===== src/rtl/core/lokt_pkg.sv =====
// shared types, codes and widths for the recency-ordered key table
// no dependencies; used by every module of the block
package lokt_pkg;

    localparam int KEY_W     = 32;
    localparam int VALUE_W   = 32;
    localparam int OP_W      = 3;
    localparam int RANK_W    = 6;
    localparam int STATUS_W  = 2;
    localparam int COUNT_W   = 7;
    localparam int ENTRIES_DEF = 64;

    typedef enum logic [OP_W-1:0] {
        OP_SET    = 3'd0,
        OP_LOOKUP = 3'd1,
        OP_TOUCH  = 3'd2,
        OP_REMOVE = 3'd3,
        OP_GET    = 3'd4
    } t_op;

    typedef enum logic [STATUS_W-1:0] {
        ST_OK   = 2'd0,
        ST_MISS = 2'd1,
        ST_FULL = 2'd2
    } t_status;

    // what every cell does on the apply cycle
    typedef enum logic [1:0] {
        MODE_HOLD    = 2'd0,
        MODE_INSERT  = 2'd1,
        MODE_PROMOTE = 2'd2,
        MODE_REMOVE  = 2'd3
    } t_cell_mode;

    typedef struct packed {
        logic [OP_W-1:0]    op;
        logic [KEY_W-1:0]   key;
        logic [VALUE_W-1:0] value;
        logic [RANK_W-1:0]  rank_from_oldest;
    } t_req;

    typedef struct packed {
        logic [STATUS_W-1:0] status;
        logic [KEY_W-1:0]    key_out;
        logic [VALUE_W-1:0]  value_out;
        logic [COUNT_W-1:0]  entry_count;
    } t_rsp;

endpackage


===== src/rtl/core/lokt_cell.sv =====
// one cell of the recency row: holds the entry at one recency position
// depends on lokt_pkg; neighbors hand key and value through on shifts
module lokt_cell import lokt_pkg::*; #(
    parameter int IDX_W = 6,
    parameter int CNT_W = 7
) (
    input  logic               i_clk,
    input  logic [IDX_W-1:0]   i_idx,
    input  logic [CNT_W-1:0]   i_count,
    // search
    input  logic [KEY_W-1:0]   i_probe_key,
    input  logic               i_find_rank,
    input  logic               i_rank_ok,
    input  logic [IDX_W-1:0]   i_want,
    output logic               o_sel,
    // shift
    input  t_cell_mode         i_mode,
    input  logic [IDX_W-1:0]   i_pos,
    input  logic [KEY_W-1:0]   i_left_key,
    input  logic [VALUE_W-1:0] i_left_val,
    input  logic [KEY_W-1:0]   i_right_key,
    input  logic [VALUE_W-1:0] i_right_val,
    output logic [KEY_W-1:0]   o_key,
    output logic [VALUE_W-1:0] o_val
);

    logic [KEY_W-1:0]   r_key;
    logic [VALUE_W-1:0] r_val;
    logic [KEY_W-1:0]   n_key;
    logic [VALUE_W-1:0] n_val;
    logic               live;

    // cells are packed: position below the count means occupied
    assign live  = {1'b0, i_idx} < (IDX_W + 1)'(i_count);
    assign o_sel = i_find_rank ? (i_rank_ok && i_idx == i_want)
                               : (live && r_key == i_probe_key);

    always_comb begin
        n_key = r_key;
        n_val = r_val;
        unique case (i_mode)
            MODE_INSERT: begin
                n_key = i_left_key;
                n_val = i_left_val;
            end
            MODE_PROMOTE: begin
                if (i_idx <= i_pos) begin
                    n_key = i_left_key;
                    n_val = i_left_val;
                end
            end
            MODE_REMOVE: begin
                if (i_idx >= i_pos) begin
                    n_key = i_right_key;
                    n_val = i_right_val;
                end
            end
            default: begin
            end
        endcase
    end

    always_ff @(posedge i_clk) begin
        r_key <= n_key;
        r_val <= n_val;
    end

    assign o_key = r_key;
    assign o_val = r_val;

endmodule


===== config.mk =====
export PLATFORM = sky130hd
export DESIGN_NAME = lokt_cell
export DESIGN_NICKNAME = d
export VERILOG_FILES = /design/src/rtl/core/lokt_pkg.sv /design/src/rtl/core/lokt_cell.sv
export SDC_FILE = /design/constraint.sdc
export NUM_CORES = 1
export LEC_CHECK = 0
export BUFFER_PORTS_ARGS = -buffer_cell sky130_fd_sc_hd__clkbuf_2
export CORE_AREA = 2 2 98 100
export DETAILED_ROUTE_END_ITERATION = 16
export DIE_AREA = 0 0 100 102
export PLACE_DENSITY = 0.75
export SLEW_MARGIN = 20
export SYNTH_ARGS = -nofsm -noshare
export SYNTH_HDL_FRONTEND = slang
export SYNTH_SLANG_ARGS = --single-unit

===== constraint.sdc =====
create_clock -name i_clk -period 6.49 [get_ports i_clk]
set_input_delay 0.3245 -clock i_clk [delete_from_list [all_inputs] [get_ports i_clk]]
set_output_delay 0.3245 -clock i_clk [all_outputs]
set_load 0.02 [all_outputs]

==> Yosys cells after proc, flatten, opt, wreduce, memory -nomap -nowiden <==
Index checks and enable logic that the tools add are counted.
{ "op_classes": {"order_cmp": 3, "eq_ne": 7, "muxes": 7, "n_reduce_logical": 4} }
{ "op_table": {"columns": ["operator", "count"], "rows": [
  ["$pmux W32 S3", 2],
  ["$mux W32", 4],
  ["$eq A32 B32 Y1", 1],
  ["$lt A6 B7 Y1", 1],
  ["$eq A6 B6 Y1", 1],
  ["$ge A6 B6 Y1", 1],
  ["$le A6 B6 Y1", 1],
  ["$eq A2 B2 Y1 const B", 2],
  ["$ne A2 B2 Y1 const B", 2],
  ["$reduce_and A3 Y1", 1],
  ["$reduce_bool A3 Y1", 1],
  ["$eq A2 B1 Y1 const B", 1],
  ["$logic_and A1 B1 Y1", 2],
  ["$mux W1", 1]
]} }
{ "totals": {"ff_bits": 64, "input_bits": 190, "out_inout_bits": 65, "wordCells": 23} }

==> Longest topological paths before layout <==
{ "logic_depth": {"ltp_word": 3, "ltp_mapped": 7} }

==> Worst setup path before layout <==
No wires, ideal clock.
{ "synth_path": {"path_type": "input to register", "from": "input i_pos[3]", "to": "register r_key[0], in the netlist o_key[0], enable pin", "setup_time_ns": 0.507, "arrival_time_ns": 4.214, "required_time_ns": 5.983, "path_slack_ns": 1.769, "cell_stages": 7, "path_cell_list": "inv_1 -> ha_1 -> a21o_1 -> a21oi_1 -> o221ai_1 -> o22ai_1 -> a21oi_1"} }
{ "synth_between": {"elab_chain_len": 3, "elab_cells_between_ends": 5, "cone_classes": "2 x order compare; 2 x eq/ne; 1 x reduce/logical"} }
{ "synth_lines": {"columns": ["element", "line_no", "rtl"], "rows": [
  ["start, declared", "lokt_cell.sv:18", "input logic [IDX_W-1:0] i_pos,"],
  ["$ge A6 B6 Y1 or $le A6 B6 Y1 (tied branches)", "lokt_cell.sv:53, lokt_cell.sv:47", null],
  ["$ne A2 B2 Y1 (no line)", null, null],
  ["$reduce_and A3 Y1 (no line) *", null, null],
  ["end signal, assigned", "lokt_cell.sv:64", "r_key <= n_key;"],
  ["end, declared", "lokt_cell.sv:27", "logic [KEY_W-1:0] r_key;"]
]} }
Every way passes the cells marked *; elsewhere a longest branch is shown, timed or not.
A chain may end at the register's enable or synchronous reset.

==> Final worst setup path <==
{ "layout_path": {"from": "input i_idx[5]", "to": "register r_key[15], in the netlist o_key[15], enable pin"} }
{ "layout_between": {"elab_chain_len": 3, "elab_cells_between_ends": 5, "cone_classes": "2 x order compare; 2 x eq/ne; 1 x reduce/logical"} }
{ "layout_lines": {"columns": ["element", "line_no", "rtl"], "rows": [
  ["start, declared", "lokt_cell.sv:8", "input logic [IDX_W-1:0] i_idx,"],
  ["$ge A6 B6 Y1 or $le A6 B6 Y1 (tied branches)", "lokt_cell.sv:53, lokt_cell.sv:47", null],
  ["$ne A2 B2 Y1 (no line)", null, null],
  ["$reduce_and A3 Y1 (no line) *", null, null]
]} }
Marks and branches as above.

==> out/results.ini <==
[status]
status = complete, no violations

[worst_setup_path]
crit_path_max_fanout = 33
worstPathArrival_ps = 2810
critPathKind = in -> reg
cp-end-kind = flop
cp_data_required_time_ps = 6470
setup.worst_path.start_class = input port
critPathCapture = o_key[15]
crit_start = i_idx[5]

[final_layout]
drive_above_1_share = 0.6740
final_nets = 694
fin_cells = 608
multi_input_area_um2 = 1409
fin_util = 0.5499
seq_area_um2 = 1922
fillers = 813
syn_to_final_growth_pct = 45.67
diodes = 0

[sta]
setup_violations = 0
slew-limit-headroom = 0.3410
rsz0062_at_grt = false
finalMaxSlewViolations = 0
max_freq_mhz = 353.8
finalCritPeriodShare = 0.4355
tightest_slew_ps = 986.3
finalHoldViolCount = 0
fin_setup_tns_ps = 0
fin_crit_ps = 2826

[placed_design]
hpwl_mm = 7.710
dp_cells = 593
gp_congestion = 0.7753
portBuffers = 254

[global_route]
grt_max_degree = 65
global_route.usage.total = 0.1802
grt_pass1_wl_mm = 13.89
antenna_found_initial = 0
grt-ovfl-total = 0
grt_pass1_vias = 2890

[pwr]
ir_worst_vdd_v = 0.0001657
p_leak_nw = 2.355
power.density_nw_per_um2 = 256.3

[drt]
wl_mm = 9.334
drc_errors = 0
drt_iter0_drc = 73
drtPass1Iterations = 5
met1Wirelength_mm = 3.354
ant_nets = 0
wl_met3_um = 841
met2_length_mm = 5.016
routed.top_layer = met4
routedWlPerCell_um = 15.35
routed-via-count = 2830
vias_per_cell = 4.655

[yosys]
synth.distinct_cells = 25
synth_nets = 434
yosys_most_used_dff = edfxtp_1
yosysWarnings = 0
synth-edff-count = 64
syn_inst = 233
synth_adder_area_share = 0.04003
yosys.area_share.simple = 0.03603
synthArstFlopShare = 0
synth.avg_cell_area_um2 = 14.76
synth_compound_area_frac = 0.02329
synthMuxAreaShare = 0.2096
synth_xor_area_frac = 0.09680
synth_top_family_by_area = multiplexers
synth-seq-cells = 64
ys_seq_area_frac = 0.5590
syn-cell-area_um2 = 3438

[floorplan]
die_area_um2 = 10200
ioPinCount = 255
num_rows = 35
initial_utilization = 0.3775
die_x_um = 100
placeableCoreArea_um2 = 9109
fp.dieH_um = 102

[cts]
ctsHoldBuffers = 0
cts_tree = done
postCtsResizedCells = 0
clkTransAtPathRegs_ps = 70
cts_root_buf = clkbuf_8
cts_sinks = 64
cts_max_level = 3
post_cts_buffers = 0
cts-buffers-inserted = 9
clk_path_buf_depth = 2

[worst_hold_path]
hold_class = in -> reg
worstHoldStart = i_right_val[20]

[flow_run]
cap_violations = 0

sequential cells by signal, indices dropped and copies added, names as in the netlist:
register,cells
o_key,32
o_val,32
cell families (layout without fill, tap and decap cells):
group           Yosys count  count (layout)
simple gates             22              22
compound gates           13              13
fa+ha+maj                11              11
xor+xnor                 38              38
flops                    64              64
mux                      64              64
buf+inv                  21             285
cell usage after synthesis, types with 2 or more instances:
library cell | n | share of area
nand3_1 | 2 | 0.0029
buf_6 | 5 | 0.016
nor2_1 | 2 | 0.0022
ha_1 | 11 | 0.040
edfxtp_1 | 64 | 0.56
inv_1 | 14 | 0.015
nand4_1 | 9 | 0.016
a21o_1 | 3 | 0.0065
xnor2_1 | 35 | 0.089
a21oi_1 | 5 | 0.0073
nand2_1 | 2 | 0.0022
mux2_2 | 64 | 0.21
nor3_1 | 3 | 0.0044
xor2_1 | 3 | 0.0076
worst max-delay path: stages:
cell and delay, ps:
clkbuf_2 120, ha_1 320, nand4_1 130, o221ai_1 360, o22ai_1 210, a21oi_4 780
buf_4 530
worst min-delay path by stage:
stage	end	slack, ps	depth (start not counted)
floorplan	o_key[30]	540	1
global placement	o_val[0]	630	2
detailed placement	o_val[20]	630	2
CTS	o_val[26]	280	2
global route	o_val[3]	270	2
finish	o_val[20]	290	2
power by group:
| part | switching, mW | leakage [nW] | internal [mW] |
|---|---|---|---|
| logic | 0.199 | 1.63 | 0.152 |
| registers | 0.0335 | 0.628 | 0.542 |
| clock network | 0.146 | 0.101 | 0.211 |
final cells by class:
class | count | share of cell area
Timing Repair Buffer | 256 | 0.2568
Inverter | 14 | 0.01049
Tap cell | 111 | 0.02773
Clock inverter | 5 | 0.01449
Clock buffer | 10 | 0.02548
Multi-Input combinational cell | 148 | 0.2813
Sequential cell | 64 | 0.3837
layer usage:
layer,track usage,vias up
li1,-,1389
met4,0.07271,0
met5,0,-
met3,0.06224,11
met2,0.3259,142
met1,0.1939,1288
cells in the final DEF, fill, tap and decap left out, drive strengths merged, types with 5 or more instances in the layout:
cell type / n
nand4: 9
clkbuf: 264
ha: 11
xnor2: 35
mux2: 64
inv: 14
edfxtp: 64
a21oi: 5
stage by stage:
stage          power (mW)  instance area (um^2)  setup WS [ps]  hold slack, ps
2_1_floorplan      0.7875                  3438           1769           544.3
3_3_place_gp       0.9296                  4808           3424           629.7
3_5_place_dp       0.9401                  4808           3279           629.6
4_1_cts             1.297                  5009           3633           275.1
5_1_grt             1.346                  5009           3447           274.7
6_report            1.284                  5009           3664           293.5
Power figures use the tool's default switching activity.
